<file path="config.mk">
export PLATFORM = sky130hd
export DESIGN_NAME = led_saturation_level_search_unit
export DESIGN_NICKNAME = d
export VERILOG_FILES = /design/src/hw/rtl/lsls_pkg.sv /design/src/hw/rtl/led_saturation_level_search_unit.sv
export SDC_FILE = /design/constraint.sdc
export NUM_CORES = 1
export LEC_CHECK = 0
export BUFFER_PORTS_ARGS = -buffer_cell sky130_fd_sc_hd__buf_4
export CORE_ASPECT_RATIO = 2
export CORE_UTILIZATION = 55
export CTS_CLUSTER_SIZE = 20
export DETAILED_ROUTE_END_ITERATION = 10
export GPL_ROUTABILITY_DRIVEN = 0
export PLACE_DENSITY_LB_ADDON = 0.25
export REMOVE_ABC_BUFFERS = 1
export SLEW_MARGIN = 20
export SYNTH_ARGS = -nofsm -noshare
export SYNTH_HDL_FRONTEND = slang
export SYNTH_SLANG_ARGS = --single-unit
</file>
<file path="constraint.sdc">
create_clock -name clk -period 10.2 [get_ports clk]
set_input_delay 2.04 -clock clk [delete_from_list [all_inputs] [get_ports clk]]
set_output_delay 2.04 -clock clk [all_outputs]
set_load 0.05 [all_outputs]
</file>
<file path="src/hw/rtl/lsls_pkg.sv">
`timescale 1ns / 1ps
`default_nettype none

package lsls_pkg;

    // Field widths fixed by the interface
    localparam int unsigned LEVEL_W  = 16;
    localparam int unsigned STATUS_W = 2;

    // Item function codes
    localparam logic FUNC_START   = 1'b0;
    localparam logic FUNC_READING = 1'b1;

    // Sensor reading status codes
    localparam logic [STATUS_W-1:0] STATUS_VALID       = 2'd0;
    localparam logic [STATUS_W-1:0] STATUS_ANALOG_SAT  = 2'd1;
    localparam logic [STATUS_W-1:0] STATUS_DIGITAL_SAT = 2'd2;
    localparam logic [STATUS_W-1:0] STATUS_SENSOR_ERR  = 2'd3;

    // Reset value of the maximum drive level register
    localparam logic [LEVEL_W-1:0] MAX_LEVEL_RESET = 16'd4095;

    // Lowest level a finished search may report after backing off
    localparam int unsigned MIN_FINAL_LEVEL = 2;

    // Divide by five as multiply and shift; exact for operands below 2^14
    localparam int unsigned DIV5_MUL   = 52429;
    localparam int unsigned DIV5_SHIFT = 18;

    typedef struct packed {
        logic                func;
        logic [STATUS_W-1:0] reading_status;
    } item_t;

    typedef struct packed {
        logic [LEVEL_W-1:0] led_level;
        logic               done_res;
        logic               failed;
    } result_t;

endpackage

`default_nettype wire

</file>
<file path="src/hw/rtl/led_saturation_level_search_unit.sv">
`timescale 1ns / 1ps
`default_nettype none
// Datapath: an accepted item passes the input register, then the result register.
// Throughput: one item per cycle while result_ready does not stall the result register;
// the search state updates in the same cycle that an item leaves the input register, so
// the next item sees it without a bubble.
// Reset: asynchronous, active low; clears the search to idle, all levels to zero and
// loads the maximum level register with 4095.

module led_saturation_level_search_unit
    import lsls_pkg::*;
#(
    parameter int unsigned LEVEL_BITS = 16
) (
    input  wire logic               clk,
    input  wire logic               rst_n,
    input  wire logic               cfg_we,
    input  wire logic [LEVEL_W-1:0] cfg_data,
    input  wire logic               item_valid,
    output logic                    item_ready,
    input  wire item_t              item,
    output logic                    result_valid,
    input  wire logic               result_ready,
    output result_t                 result
);

    typedef enum logic [1:0] {
        PH_IDLE,
        PH_SEARCH,
        PH_DONE,
        PH_FAIL
    } phase_t;

    localparam int unsigned QUOT_W = LEVEL_BITS + DIV5_SHIFT;

    // Registers
    logic [LEVEL_BITS-1:0] max_level_reg;
    logic [LEVEL_BITS-1:0] cur_level_reg;
    logic [LEVEL_BITS-1:0] cur_level_next;
    logic [LEVEL_BITS-1:0] sat_level_reg;
    logic [LEVEL_BITS-1:0] sat_level_next;
    logic [LEVEL_BITS-1:0] floor_level_reg;
    logic [LEVEL_BITS-1:0] floor_level_next;
    phase_t                phase_reg;
    phase_t                phase_next;
    logic                  stage_valid_reg;
    item_t                 stage_item_reg;
    logic                  result_valid_reg;
    result_t               result_reg;
    result_t               result_next;

    // Datapath signals
    logic                  advance;
    logic                  fire;
    logic [LEVEL_BITS:0]   up_sum;
    logic [LEVEL_BITS-1:0] upper;
    logic [LEVEL_BITS-1:0] up_level;
    logic signed [LEVEL_BITS:0] diff;
    logic signed [LEVEL_BITS:0] diff_adj;
    logic signed [LEVEL_BITS:0] half;
    logic [LEVEL_BITS-1:0] down_level;
    logic [LEVEL_BITS-1:0] quarter;
    logic [QUOT_W-1:0]     prod;
    logic [LEVEL_BITS-1:0] twentieth;
    logic [LEVEL_BITS-1:0] backoff;
    logic [LEVEL_BITS-1:0] final_level;
    logic                  at_max;
    logic                  below_sat;

    // Advance the stage when the result register is empty or being drained
    assign advance      = !result_valid_reg || result_ready;
    assign fire         = stage_valid_reg && advance;
    assign item_ready   = !stage_valid_reg || advance;
    assign result_valid = result_valid_reg;
    assign result       = result_reg;

    // Bisect upward toward the saturated level, or the maximum when none seen
    assign upper    = (sat_level_reg == '0) ? max_level_reg : sat_level_reg;
    assign up_sum   = {1'b0, cur_level_reg} + {1'b0, upper};
    assign up_level = up_sum[LEVEL_BITS:1];

    // Bisect downward toward the floor; halve the signed gap toward zero
    assign diff       = $signed({1'b0, cur_level_reg}) - $signed({1'b0, floor_level_reg});
    assign diff_adj   = diff + $signed({{LEVEL_BITS{1'b0}}, diff[LEVEL_BITS]});
    assign half       = diff_adj >>> 1;
    assign down_level = floor_level_reg + half[LEVEL_BITS-1:0];

    // Back off to ceil(level * 0.95) as level - floor(level / 20)
    assign quarter   = cur_level_reg >> 2;
    assign prod      = QUOT_W'(quarter) * QUOT_W'(DIV5_MUL);
    assign twentieth = prod[QUOT_W-1:DIV5_SHIFT];
    assign backoff   = cur_level_reg - twentieth;
    assign final_level = (backoff < LEVEL_BITS'(MIN_FINAL_LEVEL))
                         ? LEVEL_BITS'(MIN_FINAL_LEVEL) : backoff;

    assign at_max    = (cur_level_reg == max_level_reg);
    assign below_sat = (({1'b0, cur_level_reg} + (LEVEL_BITS+1)'(1)) == {1'b0, sat_level_reg});

    // Search step for the transaction held in the input register
    always_comb
    begin
        cur_level_next   = cur_level_reg;
        sat_level_next   = sat_level_reg;
        floor_level_next = floor_level_reg;
        phase_next       = phase_reg;
        result_next      = '0;

        if (stage_item_reg.func == FUNC_START)
        begin
            cur_level_next        = max_level_reg;
            sat_level_next        = '0;
            floor_level_next      = '0;
            phase_next            = PH_SEARCH;
            result_next.led_level = LEVEL_W'(max_level_reg);
        end
        else
        begin
            case (phase_reg)
                PH_IDLE:
                begin
                    result_next = '0;
                end
                PH_DONE:
                begin
                    result_next.led_level = LEVEL_W'(cur_level_reg);
                    result_next.done_res  = 1'b1;
                end
                PH_FAIL:
                begin
                    result_next.failed = 1'b1;
                end
                PH_SEARCH:
                begin
                    case (stage_item_reg.reading_status) inside
                        STATUS_VALID:
                        begin
                            if (at_max)
                            begin
                                phase_next            = PH_DONE;
                                result_next.led_level = LEVEL_W'(cur_level_reg);
                                result_next.done_res  = 1'b1;
                            end
                            else if (below_sat)
                            begin
                                cur_level_next        = final_level;
                                phase_next            = PH_DONE;
                                result_next.led_level = LEVEL_W'(final_level);
                                result_next.done_res  = 1'b1;
                            end
                            else
                            begin
                                floor_level_next      = cur_level_reg;
                                cur_level_next        = up_level;
                                result_next.led_level = LEVEL_W'(up_level);
                            end
                        end
                        STATUS_ANALOG_SAT, STATUS_DIGITAL_SAT:
                        begin
                            if (cur_level_reg == '0)
                            begin
                                phase_next         = PH_FAIL;
                                result_next.failed = 1'b1;
                            end
                            else
                            begin
                                sat_level_next = cur_level_reg;
                                if (down_level == cur_level_reg)
                                begin
                                    cur_level_next = down_level - LEVEL_BITS'(1);
                                end
                                else
                                begin
                                    cur_level_next = down_level;
                                end
                                result_next.led_level = LEVEL_W'(cur_level_next);
                            end
                        end
                        default:
                        begin
                            phase_next         = PH_FAIL;
                            result_next.failed = 1'b1;
                        end
                    endcase
                end
                default:
                begin
                    result_next = '0;
                end
            endcase
        end
    end

    // Hold configuration, search state, input stage and result register
    always_ff @(posedge clk or negedge rst_n)
    begin
        if (!rst_n)
        begin
            max_level_reg    <= LEVEL_BITS'(MAX_LEVEL_RESET);
            cur_level_reg    <= '0;
            sat_level_reg    <= '0;
            floor_level_reg  <= '0;
            phase_reg        <= PH_IDLE;
            stage_valid_reg  <= 1'b0;
            result_valid_reg <= 1'b0;
        end
        else
        begin
            if (cfg_we)
            begin
                max_level_reg <= cfg_data[LEVEL_BITS-1:0];
            end

            if (item_ready)
            begin
                stage_valid_reg <= item_valid;
            end

            if (fire)
            begin
                cur_level_reg   <= cur_level_next;
                sat_level_reg   <= sat_level_next;
                floor_level_reg <= floor_level_next;
                phase_reg       <= phase_next;
            end

            if (advance)
            begin
                result_valid_reg <= stage_valid_reg;
            end
        end
    end

    // Load payload registers without reset
    always_ff @(posedge clk)
    begin
        if (item_ready && item_valid)
        begin
            stage_item_reg <= item;
        end
        if (fire)
        begin
            result_reg <= result_next;
        end
    end

endmodule

`default_nettype wire
</file>
Yosys cells after proc, flatten, opt, wreduce, memory -nomap -nowiden
Cells that the tools add are included.
{"block": "classes", "n_shift": 0, "mux": 39, "multipliers": 1, "div": 0, "add_sub_neg": 7, "n_eq_ne": 20, "order_cmp": 1, "reduce_logical": 14, "n_bitwise": 0}
{"operator": "16-bit 2-to-1 mux", "n": 24}
{"operator": "17-bit case mux with 2 select lines", "n": 1}
{"operator": "16-bit == test", "n": 2}
{"operator": "16-bit zero test", "n": 2}
{"operator": "14-bit by 16-bit multiplier with 30-bit output, second input constant", "n": 1}
{"operator": "16-bit by 1-bit adder with 17-bit output, second input constant", "n": 1}
{"operator": "16-bit by 16-bit adder with 17-bit output", "n": 1}
{"operator": "17-bit by 2-bit adder with 17-bit output", "n": 1}
{"operator": "17-bit by 16-bit == test with 1-bit output", "n": 1}
{"operator": "17-bit 2-to-1 mux", "n": 1}
{"operator": "16-bit by 16-bit subtractor with 17-bit output", "n": 1}
{"operator": "16-bit adder", "n": 1}
{"operator": "16-bit by 2-bit less-than comparator with 1-bit output, second input constant", "n": 1}
{"operator": "16-bit by 1-bit subtractor with 16-bit output, second input constant", "n": 1}
{"operator": "16-bit by 12-bit subtractor with 16-bit output", "n": 1}
{"operator": "5-bit AND reduction", "n": 3}
{"operator": "2-bit 2-to-1 mux", "n": 7}
{"operator": "2-bit inequality test, second input constant", "n": 4}
{"operator": "4-bit inequality test, second input constant", "n": 2}
{"operator": "2-bit == test, second input constant", "n": 3}
{"operator": "2-bit by 1-bit inequality test with 1-bit output, second input constant", "n": 3}
{"operator": "3-bit inequality test, second input constant", "n": 2}
{"operator": "1-bit 2-to-1 mux", "n": 5}
{"operator": "2-bit by 1-bit == test with 1-bit output, second input constant", "n": 2}
{"operator": "other kinds (8)", "n": 11}
{"block": "word_totals", "ramBits": 0, "latchBits": 0, "elab_cells": 94, "output_inout_bits": 20, "n_memories": 0, "regBits": 89, "input_bits": 24, "romBits": 0}

Depth between registers and ports, before layout
Gate-level depths: netlist of the first run.
{"block": "depth", "ltp_word": 10, "depth_mapped": 36}

Least setup slack after synthesis of the first run
Ideal clock, no wire load.
{"block": "synth_timing", "path_kind": "reg-to-reg", "startpoint": "register cur_level_reg[8]", "endpoint": "register result_reg (netlist bit result[2]), data pin", "period_less_slack_ps": 8353, "setup_time_ps": 268, "path_stages_with_launch": 32, "t_arrival_ps": 8085, "setup_slack_ps": 1847, "required_time_ps": 9932, "cell_sequence": "dfrtp_1 clkbuf_1 inv_1 ha_1 fa_1 fa_1 inv_1 fa_1 inv_1 fa_1 ha_1 ha_1 a21o_1 a211oi_1 a21oi_1 o21ai_0 a21oi_1 o2111ai_1 a31oi_1 o21a_1 o21a_1 or2_2 ha_1 nand3_1 a211oi_1 o2111a_1 a211oi_1 or4_1 nor4b_1 a211oi_1 o31ai_1 nand4_1"}
{"element": "start: declaration", "line_no": "led_saturation_level_search_unit.sv:38", "rtl": "logic [LEVEL_BITS-1:0] cur_level_reg;"}
{"element": "start signal: assignment", "line_no": "led_saturation_level_search_unit.sv:220", "rtl": "cur_level_reg <= cur_level_next;"}
{"element": "end signal: assignment", "line_no": "led_saturation_level_search_unit.sv:242", "rtl": "result_reg <= result_next;"}
{"element": "end: declaration", "line_no": "led_saturation_level_search_unit.sv:49", "rtl": "result_t result_reg;"}

==> results.json, run 1 <==
{
  "status": "finished with violations",
  "violations": "DRC",
  "cpPeakStageDelay_ns": 0.67,
  "hold_viol_final": 0,
  "clk_latency_ns": 0.38,
  "period_minus_slack_ns": 9.39,
  "grtUsageTotal": 0.393,
  "start_util": 0.557,
  "cts_tree": "done",
  "grt_pass1_wl_um": 71600,
  "ys_seq_area_frac": 0.177,
  "ctsHoldBuffers": 0,
  "cp-start-kind": "flip-flop",
  "drt_pass1_iterations": 11,
  "io_pins": 44,
  "yosys-top-cells-area": "ha_1 (17%), dfrtp_1 (11%), fa_1 (8.7%), xnor2_1 (5.4%), edfxtp_1 (4.7%)",
  "relSlewSlack": 0.288,
  "clockBufferDepth": 2,
  "largest_reg_flops": 18,
  "worstMarginPinSlew_ns": 1.06,
  "root_buffer": "clkbuf_16",
  "cp.required_ns": 10.30,
  "syn_avg_cell_area_sq_um": 8.43,
  "first_iter_violations": 1128,
  "clkSlewWorstSetupHoldPaths_ns": 0.08,
  "setup_viol": 0,
  "reg2reg_slack_ns": 0.81,
  "drive_above_1_share": 0.0938,
  "syn2layout_area_growth_pct": 7.01,
  "grt_pass1_vias": 12486,
  "use_met3": 0.0957,
  "register_area_sq_mm": 0.00235,
  "max_freq_mhz": 106,
  "synth_top_family_by_area": "adder cells",
  "ant_nets": 0,
  "yosys.area_share.adder": 0.253,
  "cts_resized": 0,
  "overflow": 0,
  "dp_hpwl_um": 36100,
  "vias_per_cell": 6.67,
  "final_nets": 1852,
  "crit_fanout": 11,
  "busiest_layer": "met2",
  "synth_xor_area_frac": 0.0949,
  "cts_buffers": 9,
  "syn_inst": 1576,
  "critPathKind": "flip-flop to flip-flop",
  "rows": 80,
  "synth.most_common_cell": "ha_1",
  "synth_top_cell_area_share": 0.166,
  "tns_ns": 0,
  "async_reset_ff_frac": 0.764,
  "num_vias": 12578,
  "setup_ws_ns": 0.806,
  "synth_flop_cell": "dfrtp_1",
  "grt_max_degree": 69,
  "fillers": 2150,
  "arrival_ns": 9.50,
  "endpoint_kind": "flip-flop",
  "synth-compound-area-share": 0.207,
  "synth_enable_flop_cells": 21,
  "syn-cell-area_sq_mm": 0.0133,
  "use_met2": 0.651,
  "htreeDepth": 3,
  "place_ws_ns": 0.975,
  "yosysTopAreaCell": "ha_1",
  "skew_ns": 0.0175,
  "slowest_stage": "nor4b_1",
  "cts_setup_buffers": 0,
  "yosys.area_share.simple": 0.181,
  "antenna_found_initial": 2,
  "period_share": 0.921,
  "ys_ff_latch": 89,
  "maxCapViolCount": 0,
  "ys_types": 100,
  "rsz0062_at_grt": "false",
  "routedWlPerCell_um": 25.1,
  "slew_viol_final": 0,
  "drc": 4,
  "cts_num_sinks": 89,
  "die_h_um": 222,
  "hold_class": "flip-flop to flip-flop",
  "ys_warn_count": 0,
  "placeableCoreArea_sq_mm": 0.0238,
  "port_buffers": 43,
  "yosys-mux-area-fraction": 0.0249,
  "use_met1": 0.381,
  "synth_common_cells": "ha_1 (176), nand2_1 (159), inv_1 (150), o21ai_0 (101), nor2_1 (85)",
  "drt_wl_total_um": 47300,
  "crit_top_cell": "fa_1",
  "multi_input_area_sq_mm": 0.0101,
  "dieArea_sq_mm": 0.0248,
  "die_x_um": 112
}
-- placed cells by master, fill, tap and decap left out, drive strengths merged, types with 9 or more instances in the layout --
cell,n
a21oi,83
a21o,32
o31ai,17
nand4,27
and3,12
o21ai,109
o21a,24
xnor2,85
a31oi,23
nor2b,22
nand2b,16
dfrtp,56
inv,154
xor2,42
dfstp,12
nand3,36
mux2,16
a211oi,23
nor4,14
nor2,86
clkbuf,9
fa,58
and2,13
mux2i,15
nor3,39
or3,12
edfxtp,21
nand2,159
buf,68
o211ai,16
ha,176
-- critical path, delay by kind of cell, from the launching register on --
| family | cells | cell delay [ns] |
|---|---|---|
| AOI/OAI and AO/OA | 12 | 2.58 |
| adders and majority gates | 8 | 3.46 |
| buffers and inverters | 3 | 0.31 |
| DFF | 1 | 0.64 |
| and+or+nand+nor | 8 | 2.11 |
-- logic make-up after synthesis --
logic type / Yosys count
adder cells (fa/ha/maj): 234
AND/OR/NAND/NOR: 473
XOR/XNOR: 132
flip-flops: 89
AO/OA/AOI/OAI: 405
buffers and inverters: 212
multiplexers: 31
-- stage by stage --
stage / std cells / util / cell area [sq um] / hold slack (ns)
after floorplan: 1515 / - / 13000 / 0.450
after detailed placement: 1870 / 0.583 / 13900 / 0.475
after CTS: 1886 / 0.596 / 14200 / 0.498
after global routing: 1886 / 0.596 / 14200 / 0.517
final: 1887 / 0.596 / 14200 / 0.496
after global placement: 1870 / 0.583 / 13900 / 0.472
-- area by class of cell --
type / count / share of cell area
Tap cell: 287 / 0.0253
Clock buffer: 9 / 0.0158
Sequential cell: 89 / 0.165
Multi-Input combinational cell: 1275 / 0.712
Antenna cell: 1 / 0.000176
Inverter: 151 / 0.0399
Timing Repair Buffer: 68 / 0.0359
Clock inverter: 7 / 0.00590
-- worst paths after layout --
check,startpoint,endpoint,cells after the start
worst max register to register,cur_level_reg[13]$_DFFE_PN0P_,result[2]$_DFFE_PP_,31
max in group asynchronous,rst_n,phase_reg[0]$_DFFE_PN0P_,1
min in group asynchronous,rst_n,floor_level_reg[4]$_DFFE_PN0P_,1
worst min-delay path,stage_valid_reg$_DFFE_PN0N_,result_valid$_DFFE_PN0P_,1
worst max-delay path,cur_level_reg[13]$_DFFE_PN0P_,result[2]$_DFFE_PP_,31
worst min register to register,stage_valid_reg$_DFFE_PN0N_,result_valid$_DFFE_PN0P_,1
-- routing by layer --
| layer | share of wire | vias up | routed length, um |
|---|---|---|---|
| li1 | - | 5662 | - |
| met1 | 0.32 | 5932 | 15000 |
| met2 | 0.47 | 678 | 22400 |
| met3 | 0.082 | 304 | 3880 |
| met4 | 0.13 | 2 | 6050 |
| met5 | 0.00025 | - | 12 |
Power of run 1 is left out: the tool's default activity adds up to more than one toggle a clock period on the data nets, which glitch-free logic cannot reach.
==> run 2, diff against run 1 <==
--- a/config.mk
+++ b/config.mk
@@ -8,3 +8,4 @@
 export BUFFER_PORTS_ARGS = -buffer_cell sky130_fd_sc_hd__buf_4
-export CORE_ASPECT_RATIO = 2
+export CORE_ASPECT_RATIO = 0.6
+export CORE_MARGIN = 2
 export CORE_UTILIZATION = 55
==> constraint.sdc (replaced) <==
create_clock -name clk -period 10.2 [get_ports clk]
set_input_delay 0.51 -clock clk [delete_from_list [all_inputs] [get_ports clk]]
set_output_delay 0.51 -clock clk [all_outputs]
set_load 0.05 [all_outputs]
==> results.json, run 2 (same netlist as run 1, synthesis figures left out) <==
{
  "routedWlPerCell_um": 23.0,
  "arrival_ns": 9.81,
  "final_nets": 1859,
  "cts_setup_buffers": 0,
  "hold_viol_final": 0,
  "first_iter_violations": 2051,
  "cts_tree": "done",
  "status": "complete, no violations",
  "layout_common_cells": "ha_1 (176), nand2_1 (159), inv_1 (150)",
  "root_buffer": "clkbuf_16",
  "num_vias": 12689,
  "overflow": 0,
  "fillers": 2094,
  "grt_pass1_vias": 11658,
  "die_x_um": 205,
  "max_freq_mhz": 103,
  "drc": 0,
  "largest_reg_flops": 18,
  "setup_viol": 0,
  "ant_nets": 0,
  "drt_pass1_iterations": 8,
  "dieArea_sq_mm": 0.0254,
  "die_h_um": 124,
  "critPathKind": "flip-flop to flip-flop",
  "maxCapViolCount": 0,
  "place_ws_ns": 0.922,
  "start_util": 0.567,
  "slew_viol_final": 0,
  "tns_ns": 0,
  "worstMarginPinSlew_ns": 1.10,
  "clk_latency_ns": 0.38,
  "setup_ws_ns": 0.497,
  "layout_commonest_cell": "ha_1",
  "cts_num_sinks": 89,
  "hold_class": "input pin to flip-flop",
  "placeableCoreArea_sq_mm": 0.0234,
  "drt_wl_total_um": 44200,
  "dp_hpwl_um": 35400,
  "cpPeakStageDelay_ns": 0.75,
  "grt_pass1_wl_um": 68800,
  "period_minus_slack_ns": 9.70,
  "cts_buffers": 9,
  "crit_fanout": 12,
  "grt_max_degree": 64,
  "vias_per_cell": 6.60,
  "cp-start-kind": "flip-flop",
  "clockBufferDepth": 2,
  "register_area_sq_mm": 0.00235,
  "port_buffers": 43,
  "multi_input_area_sq_mm": 0.0101,
  "rows": 43,
  "grtUsageTotal": 0.352,
  "endpoint_kind": "flip-flop",
  "clkSlewWorstSetupHoldPaths_ns": 0.08,
  "syn2layout_area_growth_pct": 7.47,
  "cp.required_ns": 10.31,
  "htreeDepth": 3,
  "antenna_found_initial": 0,
  "relSlewSlack": 0.263,
  "slowest_stage": "nor4b_1",
  "rsz0062_at_grt": "false",
  "period_share": 0.951,
  "crit_top_cell": "fa_1",
  "skew_ns": 0.0162,
  "drive_above_1_share": 0.0953,
  "io_pins": 44
}
## run 2: cell type report
| class | count | area share |
|---|---|---|
| Antenna cell | 2 | 0.000351 |
| Tap cell | 315 | 0.0276 |
| Multi-Input combinational cell | 1275 | 0.709 |
| Clock buffer | 13 | 0.0183 |
| Timing Repair Buffer | 75 | 0.0396 |
| Inverter | 151 | 0.0397 |
| Sequential cell | 89 | 0.164 |
| Clock inverter | 3 | 0.00114 |
## run 2: metal layers
metal | part of all wire | up-vias | track usage
met5 | 0 | - | 0
met4 | 0.020 | 0 | 0.0673
met2 | 0.36 | 944 | 0.433
met1 | 0.45 | 5953 | 0.557
li1 | - | 5692 | -
met3 | 0.17 | 100 | 0.141
## run 2: timing repair
action,CTS,global route
hold buffers,1,0
endpoints found under the hold margin,3,0
gates resized for setup,0,0
## run 2: worst paths after layout
kind | from | end | slack [ns] | cells past startpoint
min in group asynchronous | rst_n | max_level_reg[15]$_DFFE_PN0P_ | 0.49 | 2
worst min register to register | floor_level_reg[15]$_DFFE_PN0P_ | floor_level_reg[15]$_DFFE_PN0P_ | 0.49 | 2
worst min-delay path | item[0] | stage_item_reg[0]$_DFFE_PP_ | 0.32 | 1
worst max-delay path | cur_level_reg[13]$_DFFE_PN0P_ | result[2]$_DFFE_PP_ | 0.50 | 29
worst max register to register | cur_level_reg[13]$_DFFE_PN0P_ | result[2]$_DFFE_PP_ | 0.50 | 29
max in group asynchronous | rst_n | floor_level_reg[3]$_DFFE_PN0P_ | 8.59 | 3
## run 2: worst max-delay path, delay by kind of cell, from the launching register on
kind            cells  cell delay, ns
flops               1            0.65
simple gates        4            1.58
fa+ha+maj           8            3.66
compound gates     14            3.21
buf+inv             3            0.33
## run 2: metrics by stage
step / hold WS, ns / util / instances / instance area, sq um
after floorplan: 0.214 / - / 1515 / 13000
after global placement: 0.323 / 0.597 / 1904 / 14000
after detailed placement: 0.324 / 0.597 / 1904 / 14000
after CTS: 0.314 / 0.610 / 1921 / 14300
after global routing: 0.313 / 0.610 / 1921 / 14300
final: 0.324 / 0.610 / 1923 / 14300
Power of run 2 is left out for the same reason.
